$ cat config.mk
export PLATFORM = sky130hd
export DESIGN_NAME = triangle_span_rasterizer
export DESIGN_NICKNAME = d
export VERILOG_FILES = /design/src/rtl/tsr_pkg.sv /design/src/rtl/tsr_ctrl.sv /design/src/rtl/tsr_datapath.sv /design/src/rtl/triangle_span_rasterizer.sv
export SDC_FILE = /design/constraint.sdc
export NUM_CORES = 1
export LEC_CHECK = 0
export ABC_AREA = 1
export BUFFER_PORTS_ARGS = -buffer_cell sky130_fd_sc_hd__buf_2
export CAP_MARGIN = 20
export CELL_PAD_IN_SITES_DETAIL_PLACEMENT = 1
export CELL_PAD_IN_SITES_GLOBAL_PLACEMENT = 1
export CORE_MARGIN = 3
export CORE_UTILIZATION = 30
export CTS_CLUSTER_SIZE = 14
export DETAILED_ROUTE_END_ITERATION = 8
export HOLD_SLACK_MARGIN = 0.02
export PLACE_DENSITY_LB_ADDON = 0.1
export SKIP_CTS_REPAIR_TIMING = 1
export SLEW_MARGIN = 20
export SYNTH_ARGS = -nofsm -noshare
export SYNTH_HDL_FRONTEND = slang
export SYNTH_SLANG_ARGS = --single-unit
export TNS_END_PERCENT = 100
$ cat constraint.sdc
create_clock -name i_clk -period 16.46 [get_ports i_clk]
set_clock_uncertainty 0.2 [all_clocks]
set_input_delay 2.469 -clock i_clk [delete_from_list [all_inputs] [get_ports i_clk]]
set_output_delay 2.469 -clock i_clk [all_outputs]
set_load 0.02 [all_outputs]
$ cat src/rtl/tsr_pkg.sv
package tsr_pkg;

    localparam int FRAC_BITS  = 16;
    localparam int BAND_ROWS  = 64;
    localparam int COORD_BITS = 12;

    localparam int EDGE_W  = 40;
    localparam int ROW_W   = COORD_BITS + 1;
    localparam int DVD_W   = COORD_BITS + FRAC_BITS;
    localparam int CNT_W   = $clog2(DVD_W + 1);
    localparam int XW      = 10;
    localparam int CW      = 8;
    localparam int IN_W    = 6 * COORD_BITS + CW;
    localparam int OUT_W   = 40;
    localparam int CFG_W   = 11;
    localparam int CIDX_W  = 2;

    localparam logic [CIDX_W-1:0] CFG_WIDTH  = 2'd0;
    localparam logic [CIDX_W-1:0] CFG_HEIGHT = 2'd1;
    localparam logic [CIDX_W-1:0] CFG_BAND   = 2'd2;

    localparam logic SIDE_L = 1'b0;
    localparam logic SIDE_R = 1'b1;

    typedef enum logic [2:0] {
        ST_IDLE,
        ST_CHECK,
        ST_DIV_L,
        ST_DIV_R,
        ST_ROWS,
        ST_FLUSH
    } t_state;

    typedef struct packed {
        logic load;
        logic div_start;
        logic div_side;
        logic store_l;
        logic store_r;
        logic edge_init;
        logic row_step;
        logic flush;
        logic pass;
    } t_cmd;

    typedef struct packed {
        logic pass_ok;
        logic div_done;
        logic row_done;
        logic step_ok;
        logic flush_ok;
    } t_sts;

endpackage

$ cat src/rtl/tsr_ctrl.sv
module tsr_ctrl
    import tsr_pkg::*;
(
    input  logic i_clk,
    input  logic i_rst_n,
    input  logic i_s_tvalid,
    output logic o_s_tready,
    input  t_sts i_sts,
    output t_cmd o_cmd
);

    t_state r_state, n_state;
    logic   r_pass, n_pass;

    always_ff @(posedge i_clk) begin
        if (!i_rst_n) begin
            r_state <= ST_IDLE;
            r_pass  <= 1'b0;
        end else begin
            r_state <= n_state;
            r_pass  <= n_pass;
        end
    end

    always_comb begin
        n_state    = r_state;
        n_pass     = r_pass;
        o_cmd      = '0;
        o_cmd.pass = r_pass;
        o_s_tready = 1'b0;
        case (r_state)
            ST_IDLE: begin
                o_s_tready = 1'b1;
                if (i_s_tvalid) begin
                    o_cmd.load = 1'b1;
                    n_pass     = 1'b0;
                    n_state    = ST_CHECK;
                end
            end
            ST_CHECK: begin
                if (i_sts.pass_ok) begin
                    o_cmd.div_start = 1'b1;
                    o_cmd.div_side  = SIDE_L;
                    n_state         = ST_DIV_L;
                end else if (!r_pass) begin
                    n_pass = 1'b1;
                end else begin
                    n_state = ST_FLUSH;
                end
            end
            ST_DIV_L: begin
                if (i_sts.div_done) begin
                    o_cmd.store_l   = 1'b1;
                    o_cmd.div_start = 1'b1;
                    o_cmd.div_side  = SIDE_R;
                    n_state         = ST_DIV_R;
                end
            end
            ST_DIV_R: begin
                if (i_sts.div_done) begin
                    o_cmd.store_r   = 1'b1;
                    o_cmd.edge_init = 1'b1;
                    n_state         = ST_ROWS;
                end
            end
            ST_ROWS: begin
                if (i_sts.row_done) begin
                    if (!r_pass) begin
                        n_pass  = 1'b1;
                        n_state = ST_CHECK;
                    end else begin
                        n_state = ST_FLUSH;
                    end
                end else if (i_sts.step_ok) begin
                    o_cmd.row_step = 1'b1;
                end
            end
            ST_FLUSH: begin
                if (i_sts.flush_ok) begin
                    o_cmd.flush = 1'b1;
                    n_state     = ST_IDLE;
                end
            end
            default: n_state = ST_IDLE;
        endcase
    end

endmodule

$ cat src/rtl/tsr_datapath.sv
module tsr_datapath
    import tsr_pkg::*;
(
    input  logic              i_clk,
    input  logic              i_rst_n,
    input  logic              i_cfg_we,
    input  logic [CIDX_W-1:0] i_cfg_idx,
    input  logic [CFG_W-1:0]  i_cfg_data,
    input  logic [IN_W-1:0]   i_s_tdata,
    input  t_cmd              i_cmd,
    output t_sts              o_sts,
    output logic              o_m_tvalid,
    input  logic              i_m_tready,
    output logic [OUT_W-1:0]  o_m_tdata,
    output logic              o_m_tlast
);

    localparam int CB = COORD_BITS;

    // configuration
    logic [CFG_W-1:0] r_width, r_height;
    logic [XW-1:0]    r_band;

    always_ff @(posedge i_clk) begin
        if (!i_rst_n) begin
            r_width  <= CFG_W'(320);
            r_height <= CFG_W'(200);
            r_band   <= '0;
        end else if (i_cfg_we) begin
            case (i_cfg_idx)
                CFG_WIDTH:  r_width  <= i_cfg_data;
                CFG_HEIGHT: r_height <= i_cfg_data;
                CFG_BAND:   r_band   <= i_cfg_data[XW-1:0];
                default: ;
            endcase
        end
    end

    // vertex sort
    logic signed [CB-1:0] vx [3];
    logic signed [CB-1:0] vy [3];
    logic [1:0] up, lo, mid;

    always_comb begin
        for (int c = 0; c < 3; c++) begin
            vx[c] = i_s_tdata[2*c*CB +: CB];
            vy[c] = i_s_tdata[(2*c+1)*CB +: CB];
        end
        up = 2'd0;
        lo = 2'd0;
        if (vy[1] < vy[0]) up = 2'd1;
        if (vy[1] > vy[0]) lo = 2'd1;
        if (vy[2] < vy[up]) up = 2'd2;
        if (vy[2] > vy[lo]) lo = 2'd2;
        mid = 2'd0;
        if (lo == 2'd0 || up == 2'd0) mid = 2'd1;
        if ((lo == 2'd1 || up == 2'd1) && mid == 2'd1) mid = 2'd2;
        if ((lo == 2'd2 || up == 2'd2) && mid == 2'd2) mid = 2'd0;
    end

    logic signed [CB-1:0] r_xu, r_yu, r_xm, r_ym, r_xl, r_yl;
    logic [CW-1:0]        r_colour;

    always_ff @(posedge i_clk) begin
        if (i_cmd.load) begin
            r_xu <= vx[up];  r_yu <= vy[up];
            r_xm <= vx[mid]; r_ym <= vy[mid];
            r_xl <= vx[lo];  r_yl <= vy[lo];
            r_colour <= i_s_tdata[6*CB +: CW];
        end
    end

    // shared slope divider, restoring, one quotient bit a cycle
    logic signed [CB:0] dx, dy;
    logic [CB-1:0]      dx_mag;

    always_comb begin
        case ({i_cmd.pass, i_cmd.div_side})
            {1'b0, SIDE_L}: begin dx = r_xu - r_xm; dy = r_ym - r_yu; end
            {1'b0, SIDE_R}: begin dx = r_xl - r_xu; dy = r_yl - r_yu; end
            {1'b1, SIDE_L}: begin dx = r_xm - r_xl; dy = r_yl - r_ym; end
            default:        begin dx = r_xu - r_xl; dy = r_yl - r_yu; end
        endcase
        dx_mag = dx[CB] ? CB'(-dx) : dx[CB-1:0];
    end

    logic [CNT_W-1:0] r_div_cnt;
    logic [DVD_W-1:0] r_quo;
    logic [CB:0]      r_rem;
    logic [CB-1:0]    r_dvs;
    logic             r_neg;
    logic [CB:0]      shifted;

    assign shifted = {r_rem[CB-1:0], r_quo[DVD_W-1]};

    always_ff @(posedge i_clk) begin
        if (!i_rst_n) begin
            r_div_cnt <= '0;
        end else if (i_cmd.div_start) begin
            r_div_cnt <= CNT_W'(DVD_W);
        end else if (r_div_cnt != '0) begin
            r_div_cnt <= r_div_cnt - 1'b1;
        end
    end

    always_ff @(posedge i_clk) begin
        if (i_cmd.div_start) begin
            r_quo <= {dx_mag, {FRAC_BITS{1'b0}}};
            r_rem <= '0;
            r_dvs <= dy[CB-1:0];
            r_neg <= dx[CB];
        end else if (r_div_cnt != '0) begin
            if (shifted >= {1'b0, r_dvs}) begin
                r_rem <= shifted - {1'b0, r_dvs};
                r_quo <= {r_quo[DVD_W-2:0], 1'b1};
            end else begin
                r_rem <= shifted;
                r_quo <= {r_quo[DVD_W-2:0], 1'b0};
            end
        end
    end

    logic signed [EDGE_W-1:0] quo_ext, slope;
    assign quo_ext = EDGE_W'(r_quo);
    assign slope   = r_neg ? -quo_ext : quo_ext;

    // edge walkers
    logic signed [EDGE_W-1:0] r_lx, r_rx, r_ls, r_rs;
    logic signed [ROW_W-1:0]  r_row;
    logic signed [ROW_W-1:0]  ym_ext;
    logic signed [EDGE_W-1:0] x0;

    assign ym_ext = ROW_W'(r_ym);
    assign x0     = EDGE_W'(i_cmd.pass ? r_xl : r_xu) <<< FRAC_BITS;

    always_ff @(posedge i_clk) begin
        if (i_cmd.store_l) r_ls <= slope;
        if (i_cmd.store_r) r_rs <= slope;
        if (i_cmd.edge_init) begin
            r_lx  <= x0;
            r_rx  <= x0;
            r_row <= ROW_W'(i_cmd.pass ? r_yl : r_yu);
        end else if (i_cmd.row_step) begin
            r_lx  <= i_cmd.pass ? r_lx + r_ls : r_lx - r_ls;
            r_rx  <= r_rx + r_rs;
            r_row <= i_cmd.pass ? r_row - 1'b1 : r_row + 1'b1;
        end
    end

    // span candidate for the current row
    logic [CFG_W-1:0] hlim, wcl;
    logic [XW-1:0]    wmax, xa, xb;
    logic             hit;
    logic signed [EDGE_W-FRAC_BITS-1:0] la, lb;

    always_comb begin
        hlim = (r_height > CFG_W'(1024)) ? CFG_W'(1024) : r_height;
        wcl  = (r_width == '0) ? CFG_W'(1)
             : ((r_width > CFG_W'(1024)) ? CFG_W'(1024) : r_width);
        wmax = XW'(wcl - 1'b1);
        la   = r_lx[EDGE_W-1:FRAC_BITS];
        lb   = r_rx[EDGE_W-1:FRAC_BITS];
        if (la < 0)                     xa = '0;
        else if (la > $signed({1'b0, wmax})) xa = wmax;
        else                            xa = la[XW-1:0];
        if (lb < 0)                     xb = '0;
        else if (lb > $signed({1'b0, wmax})) xb = wmax;
        else                            xb = lb[XW-1:0];
        hit = !r_row[ROW_W-1]
            && (r_row < $signed({1'b0, ROW_W'(hlim)}))
            && (r_row >= $signed(ROW_W'(r_band)))
            && (r_row < $signed(ROW_W'(r_band) + ROW_W'(BAND_ROWS)));
    end

    // pending span (last flag unknown yet) and output register
    logic             r_p_vld, r_o_vld, r_o_last;
    logic [XW-1:0]    r_p_row, r_p_start, r_p_len, r_o_row, r_o_start, r_o_len;
    logic [CW-1:0]    r_o_colour;
    logic             o_free, push, take;

    assign o_free = !r_o_vld || i_m_tready;
    assign take   = i_cmd.row_step && hit;
    assign push   = r_p_vld && (take || i_cmd.flush);

    always_ff @(posedge i_clk) begin
        if (!i_rst_n) begin
            r_p_vld <= 1'b0;
            r_o_vld <= 1'b0;
        end else begin
            if (i_cmd.load)       r_p_vld <= 1'b0;
            else if (take)        r_p_vld <= 1'b1;
            else if (i_cmd.flush) r_p_vld <= 1'b0;
            if (push)             r_o_vld <= 1'b1;
            else if (i_m_tready)  r_o_vld <= 1'b0;
        end
    end

    always_ff @(posedge i_clk) begin
        if (take) begin
            r_p_row   <= r_row[XW-1:0];
            r_p_start <= (xa < xb) ? xa : xb;
            r_p_len   <= (xa > xb) ? xa - xb : xb - xa;
        end
        if (push) begin
            r_o_row    <= r_p_row;
            r_o_start  <= r_p_start;
            r_o_len    <= r_p_len;
            r_o_colour <= r_colour;
            r_o_last   <= i_cmd.flush;
        end
    end

    assign o_m_tvalid = r_o_vld;
    assign o_m_tlast  = r_o_last;
    assign o_m_tdata  = {2'b00, r_o_colour, r_o_len, r_o_start, r_o_row};

    always_comb begin
        o_sts.pass_ok  = i_cmd.pass ? (r_yl != r_ym && r_yl != r_yu)
                                    : (r_ym != r_yu && r_yl != r_yu);
        o_sts.div_done = (r_div_cnt == '0);
        o_sts.row_done = i_cmd.pass ? (r_row < ym_ext) : !(r_row < ym_ext);
        o_sts.step_ok  = !(hit && r_p_vld) || o_free;
        o_sts.flush_ok = !r_p_vld || o_free;
    end

    a_push_room: assert property (@(posedge i_clk) disable iff (!i_rst_n)
        push |-> o_free) else $error("span pushed into full output register");
    a_load_clr: assert property (@(posedge i_clk) disable iff (!i_rst_n)
        i_cmd.load |=> !r_p_vld) else $error("pending span survived new triangle");
    a_div_arm: assert property (@(posedge i_clk) disable iff (!i_rst_n)
        i_cmd.div_start |=> r_div_cnt == CNT_W'(DVD_W))
        else $error("divider not armed");

endmodule

$ cat src/rtl/triangle_span_rasterizer.sv
// Triangle span rasterizer. One input item is a triangle (three signed 12-bit
// vertices) and a palette colour; the block answers with one span per row that
// lies on screen and inside the band [band_top, band_top+64), rows of the
// upper half rising, then rows of the lower half falling, the final span
// marked by tlast. A triangle with no visible row gives no span. The block
// holds one triangle at a time. Each half begins with a test of its edge
// heights and, when it is drawn, two slope divides on a shared restoring
// divider (one quotient bit per cycle); a skipped half costs the test only.
// Then the edges step once for every row they cover, visible or not, and the
// half closes; a visible row waits for as long as a finished span is pending
// and the output register is still occupied. A final flush step marks the
// last span. No new triangle is taken until the last span has been moved
// into the output register.
module triangle_span_rasterizer
    import tsr_pkg::*;
(
    input  logic              i_clk,
    input  logic              i_rst_n,
    // configuration: 0 screen_width, 1 screen_height, 2 band_top
    input  logic              i_cfg_we,
    input  logic [CIDX_W-1:0] i_cfg_idx,
    input  logic [CFG_W-1:0]  i_cfg_data,
    // tdata: ax, ay, bx, by_row, cx, cy (12 each), fill_colour (8)
    input  logic              i_s_tvalid,
    output logic              o_s_tready,
    input  logic [IN_W-1:0]   i_s_tdata,
    // tdata: span_row, span_start, span_length (10 each), span_colour (8), pad
    output logic              o_m_tvalid,
    input  logic              i_m_tready,
    output logic [OUT_W-1:0]  o_m_tdata,
    // tlast: last_span
    output logic              o_m_tlast
);

    t_cmd cmd;
    t_sts sts;

    tsr_ctrl u_ctrl (
        .i_clk      (i_clk),
        .i_rst_n    (i_rst_n),
        .i_s_tvalid (i_s_tvalid),
        .o_s_tready (o_s_tready),
        .i_sts      (sts),
        .o_cmd      (cmd)
    );

    tsr_datapath u_dp (
        .i_clk      (i_clk),
        .i_rst_n    (i_rst_n),
        .i_cfg_we   (i_cfg_we),
        .i_cfg_idx  (i_cfg_idx),
        .i_cfg_data (i_cfg_data),
        .i_s_tdata  (i_s_tdata),
        .i_cmd      (cmd),
        .o_sts      (sts),
        .o_m_tvalid (o_m_tvalid),
        .i_m_tready (i_m_tready),
        .o_m_tdata  (o_m_tdata),
        .o_m_tlast  (o_m_tlast)
    );

endmodule

==> reports/summary.log <==
qor: floorplanning.fp.coreArea 100400 um2
qor: synthesis.synthDistinctLibCells 65
qor: pwr.fin_total_pwr 6.753 mW
qor: min_path.hold_path.class flip-flop to flip-flop
qor: placement.io_buffers 138
qor: setup_path.crit_path_start_kind input pin
qor: floorplanning.floorplan.die_area 105400 um2
qor: cts.cts.sinks 418
qor: placement.gp_congestion 0.8412
qor: synthesis.post_synth_instance_area 30460 um2
qor: pwr.power.leakage 14.91 nW
qor: placement.place_worst_setup_slack 6.406 ns
qor: floorplanning.io-pin-count 141
qor: grt.grt_remaining_overflow 0
qor: min_path.worst_hold_depth 0
qor: grt.number_of_antenna_violations_at_the_first_check_in_global_routing 2
qor: floorplanning.floorplan.initialDensity 30.33%
qor: grt.grt_pass1_wl 159400 um
qor: setup_path.timing.reg2reg.worst_path_depth 33
qor: setup_path.rr_endpoint u_dp.r_p_len[4]
qor: drt.drt_iter0_markers 1333
qor: drt.detail_route.first_pass.iterations 5
qor: job.max-cap-violations 0
qor: grt.pin_count_of_the_biggest_net_entering_global_routing 75
qor: cts.cts-buffers-inserted 53
qor: sta.worstMarginPinSlew 1.005 ns
qor: sta.rsz_0062_raised_after_global_routing no
qor: synthesis.synth_area_leader_cell sky130_fd_sc_hd__edfxtp_1
qor: cts.clock_tree.buffer_depth 3
qor: cts.clock_tree_from_tritoncts done
qor: setup_path.worst_setup_path_end_kind flip-flop
qor: sta.timing_hold_violations_final 0
qor: floorplanning.dieWidth 324.7 um
qor: sta.fin_tns_setup 0 ns
qor: sta.final_period_minus_worst_setup_slack 9.174 ns
qor: status.status complete, no violations
qor: synthesis.synth.top_cell.area_share 31.05%
qor: setup_path.criticalPathCategory input pin to flip-flop
qor: setup_path.rrSetupSlack 8.85 ns
qor: placement.post-dp-hpwl 81380 um
qor: synthesis.avgSynthCellArea 7.931 um2
qor: cts.clock_edge_transition_at_the_registers_on_the_reported_setup_and_hold_paths 0.06 ns
qor: floorplanning.placementRows 116
qor: cts.htree_num_levels 2
qor: synthesis.synthFlopType sky130_fd_sc_hd__edfxtp_1
qor: synthesis.postSynthRegisterBits 418
qor: cells_and_area.layout.nets 4350
qor: sta.final.period_utilization 55.73%
qor: synthesis.synth-edff-count 315
qor: grt.global_route.usage.total 19.08%
qor: synthesis.synth.cells.most_frequent sky130_fd_sc_hd__nand2_1, sky130_fd_sc_hd__inv_1, sky130_fd_sc_hd__o21ai_0, sky130_fd_sc_hd__edfxtp_1, sky130_fd_sc_hd__a21oi_1
qor: synthesis.postSynthCellCount 3841
qor: synthesis.synth.yosys.warnings 0
qor: cts.clk-insertion-delay-late 0.63 ns
qor: sta.postLayoutSetupSlackWorst 7.286 ns
qor: drt.postRouteAntennaNets 0
qor: min_path.hold_start u_dp.r_p_row[0]
qor: sta.max-slew-margin-rel 32.32%
qor: placement.dp.cells 5257
qor: cts.cts_root_buf sky130_fd_sc_hd__clkbuf_16
qor: drt.via_per_inst 4.903
qor: setup_path.worstPathRequired 16.61 ns
qor: setup_path.worst-path-max-fanout 35
qor: grt.grt_pass1_vias 27.55k
qor: pwr.power-per-cell-area 196.3 nW/um2
qor: drt.detail_routed_net_length_per_standard_cell 18.99 um
qor: sta.finalSetupViolations 0
qor: synthesis.synth_most_common_cell sky130_fd_sc_hd__nand2_1
qor: drt.post-route-drc-count 0
qor: drt.total_via_count_in_the_routed_design 26.27k
qor: synthesis.postSynth.asyncResetShare 0%
qor: sta.report.final.slew_viol_count 0
qor: setup_path.cp_data_arrival_time 9.32 ns
qor: setup_path.crit-reg2reg-launch u_dp.r_width[3]
qor: min_path.worst_hold_path.endpoint u_dp.r_o_row[0]
qor: cells_and_area.final_cells 5357
qor: drt.detail_route.wirelength 101700 um
qor: synthesis.netlist_top_cells_area sky130_fd_sc_hd__edfxtp_1, sky130_fd_sc_hd__ha_1, sky130_fd_sc_hd__nand2_1
qor: cells_and_area.area_delta_synth_final 12.94%
qor: floorplanning.die_height 324.7 um
qor: pwr.irDropWorstVdd 0.08666 mV
qor: cells_and_area.share_of_layout_cells_above_drive_strength_1 7.802%
qor: sta.fmax 0.1090 GHz
qor: synthesis.synth_sequential_area_ratio 37.82%
==> critical path, stage by stage <==
cell and delay (ns):
sky130_fd_sc_hd__buf_2 0.11, sky130_fd_sc_hd__inv_1 0.07, sky130_fd_sc_hd__ha_1 0.37, sky130_fd_sc_hd__nand2_1 0.09
sky130_fd_sc_hd__inv_1 0.05, sky130_fd_sc_hd__nand2_1 0.06, sky130_fd_sc_hd__nor2_2 0.17, sky130_fd_sc_hd__nand2_1 0.13
sky130_fd_sc_hd__nand4_1 0.11, sky130_fd_sc_hd__nand2_1 0.10, sky130_fd_sc_hd__inv_2 0.28, sky130_fd_sc_hd__nand2_1 0.52
sky130_fd_sc_hd__o21ai_0 0.46, sky130_fd_sc_hd__ha_1 0.33, sky130_fd_sc_hd__a21oi_1 0.15, sky130_fd_sc_hd__o21ai_0 0.15
sky130_fd_sc_hd__nand2_1 0.09, sky130_fd_sc_hd__o211ai_1 0.07, sky130_fd_sc_hd__o21ai_0 0.15, sky130_fd_sc_hd__o21ai_0 0.10
sky130_fd_sc_hd__nand2_1 0.14, sky130_fd_sc_hd__clkinv_1 0.75, sky130_fd_sc_hd__nor2_1 1.06, sky130_fd_sc_hd__inv_1 0.12
sky130_fd_sc_hd__nand2_2 0.50, sky130_fd_sc_hd__inv_2 0.39, sky130_fd_sc_hd__nand3_1 0.17, sky130_fd_sc_hd__nand3_1 0.11
==> layer usage <==
| layer | vias up | GRT usage, % | share of wire, % |
|---|---|---|---|
| met5 | - | 0 | 0 |
| met4 | 0 | 4.636 | 2.3 |
| met3 | 99 | 2.246 | 2.8 |
| met2 | 321 | 32.81 | 47 |
| met1 | 12530 | 25.50 | 48 |
| li1 | 13320 | - | - |
==> sequential cells by signal, summed over array words and instances, names as in the netlist, 11 cells and up <==
signal and cells:
u_dp.r_xm 12, u_dp.r_dvs 12, u_dp.r_rx 40, u_dp.r_width 11, u_dp.r_xu 12, u_dp.r_yl 12, u_dp.r_ls 40, u_dp.r_row 13
u_dp.r_height 11, u_dp.r_ym 12, u_dp.r_rs 40, u_dp.r_rem 12, u_dp.r_lx 40, u_dp.r_quo 28, u_dp.r_xl 12, u_dp.r_yu 12
==> layout by cell type, fill, tap and decap left out, types with 10 or more instances in the layout <==
master / instances
sky130_fd_sc_hd__nor4_1: 18
sky130_fd_sc_hd__xor2_1: 126
sky130_fd_sc_hd__fa_1: 12
sky130_fd_sc_hd__a21o_1: 10
sky130_fd_sc_hd__clkinv_2: 10
sky130_fd_sc_hd__a31oi_1: 17
sky130_fd_sc_hd__nand3_1: 270
sky130_fd_sc_hd__nor3_1: 50
sky130_fd_sc_hd__ha_1: 285
sky130_fd_sc_hd__inv_1: 484
sky130_fd_sc_hd__edfxtp_1: 315
sky130_fd_sc_hd__o21a_1: 17
sky130_fd_sc_hd__xnor2_1: 76
sky130_fd_sc_hd__dfxtp_1: 102
sky130_fd_sc_hd__nor2_1: 271
sky130_fd_sc_hd__clkbuf_16: 55
sky130_fd_sc_hd__nand4_1: 45
sky130_fd_sc_hd__buf_4: 20
sky130_fd_sc_hd__o221ai_1: 15
sky130_fd_sc_hd__o211ai_1: 21
sky130_fd_sc_hd__buf_2: 138
sky130_fd_sc_hd__o21ai_1: 10
sky130_fd_sc_hd__o21ai_0: 356
sky130_fd_sc_hd__nand2_1: 785
sky130_fd_sc_hd__o21bai_1: 17
sky130_fd_sc_hd__or2_2: 12
sky130_fd_sc_hd__a21oi_1: 298
sky130_fd_sc_hd__a21oi_2: 11
sky130_fd_sc_hd__clkinv_1: 13
sky130_fd_sc_hd__o31ai_1: 12
==> metrics by stage <==
| step | hold slack, ns | util (%) | instance area (um2) |
|---|---|---|---|
| 3_3_place_gp | 0.2010 | 32.43 | 32570 |
| 6_report | 0.2170 | 34.26 | 34410 |
| 2_1_floorplan | 0.2003 | - | 30470 |
| 3_5_place_dp | 0.2056 | 32.43 | 32570 |
| 5_1_grt | 0.2251 | 34.25 | 34400 |
| 4_1_cts | 0.2173 | 34.25 | 34400 |
==> power breakdown <==
part           internal (mW)  switching, mW
clock network          0.754          0.477
registers               1.54          0.221
logic                   1.27           2.49
==> cell type report <==
type	count	area (um2)
fill	12230	66030
antenna	1	2.502
clock inverter	34	405.4
clock buffer	65	1424
inverter	497	1866
timing repair buffer	158	840.8
multi-input combinational	2827	16640
sequential	418	11520
tap	1357	1698
==> how the worst max path moves through the flow <==
stage,from,endpoint,cells after the start
finish,i_s_tdata[23],u_dp.r_ym[9],28
global route,i_s_tdata[23],u_dp.r_ym[9],28
CTS,i_s_tdata[23],u_dp.r_ym[9],28
detailed placement,i_s_tdata[23],u_dp.r_ym[9],28
global placement,i_s_tdata[23],u_dp.r_ym[4],28
floorplan,i_s_tvalid,u_dp.r_colour[0],2
==> logic make-up (layout without fill, tap and decap cells) <==
logic type | after synthesis | in the layout | synth area share, %
XOR/XNOR | 202 | 202 | 5.807
AO/OA/AOI/OAI | 827 | 827 | 15.12
adder cells (fa/ha/maj) | 297 | 297 | 12.49
other | 1 | 3 | 0.01231
buffers and inverters | 597 | 754 | 7.709
AND/OR/NAND/NOR | 1494 | 1494 | 20.86
flip-flops | 418 | 418 | 37.82
multiplexers | 5 | 5 | 0.1766
Power figures use the tool's default switching activity.
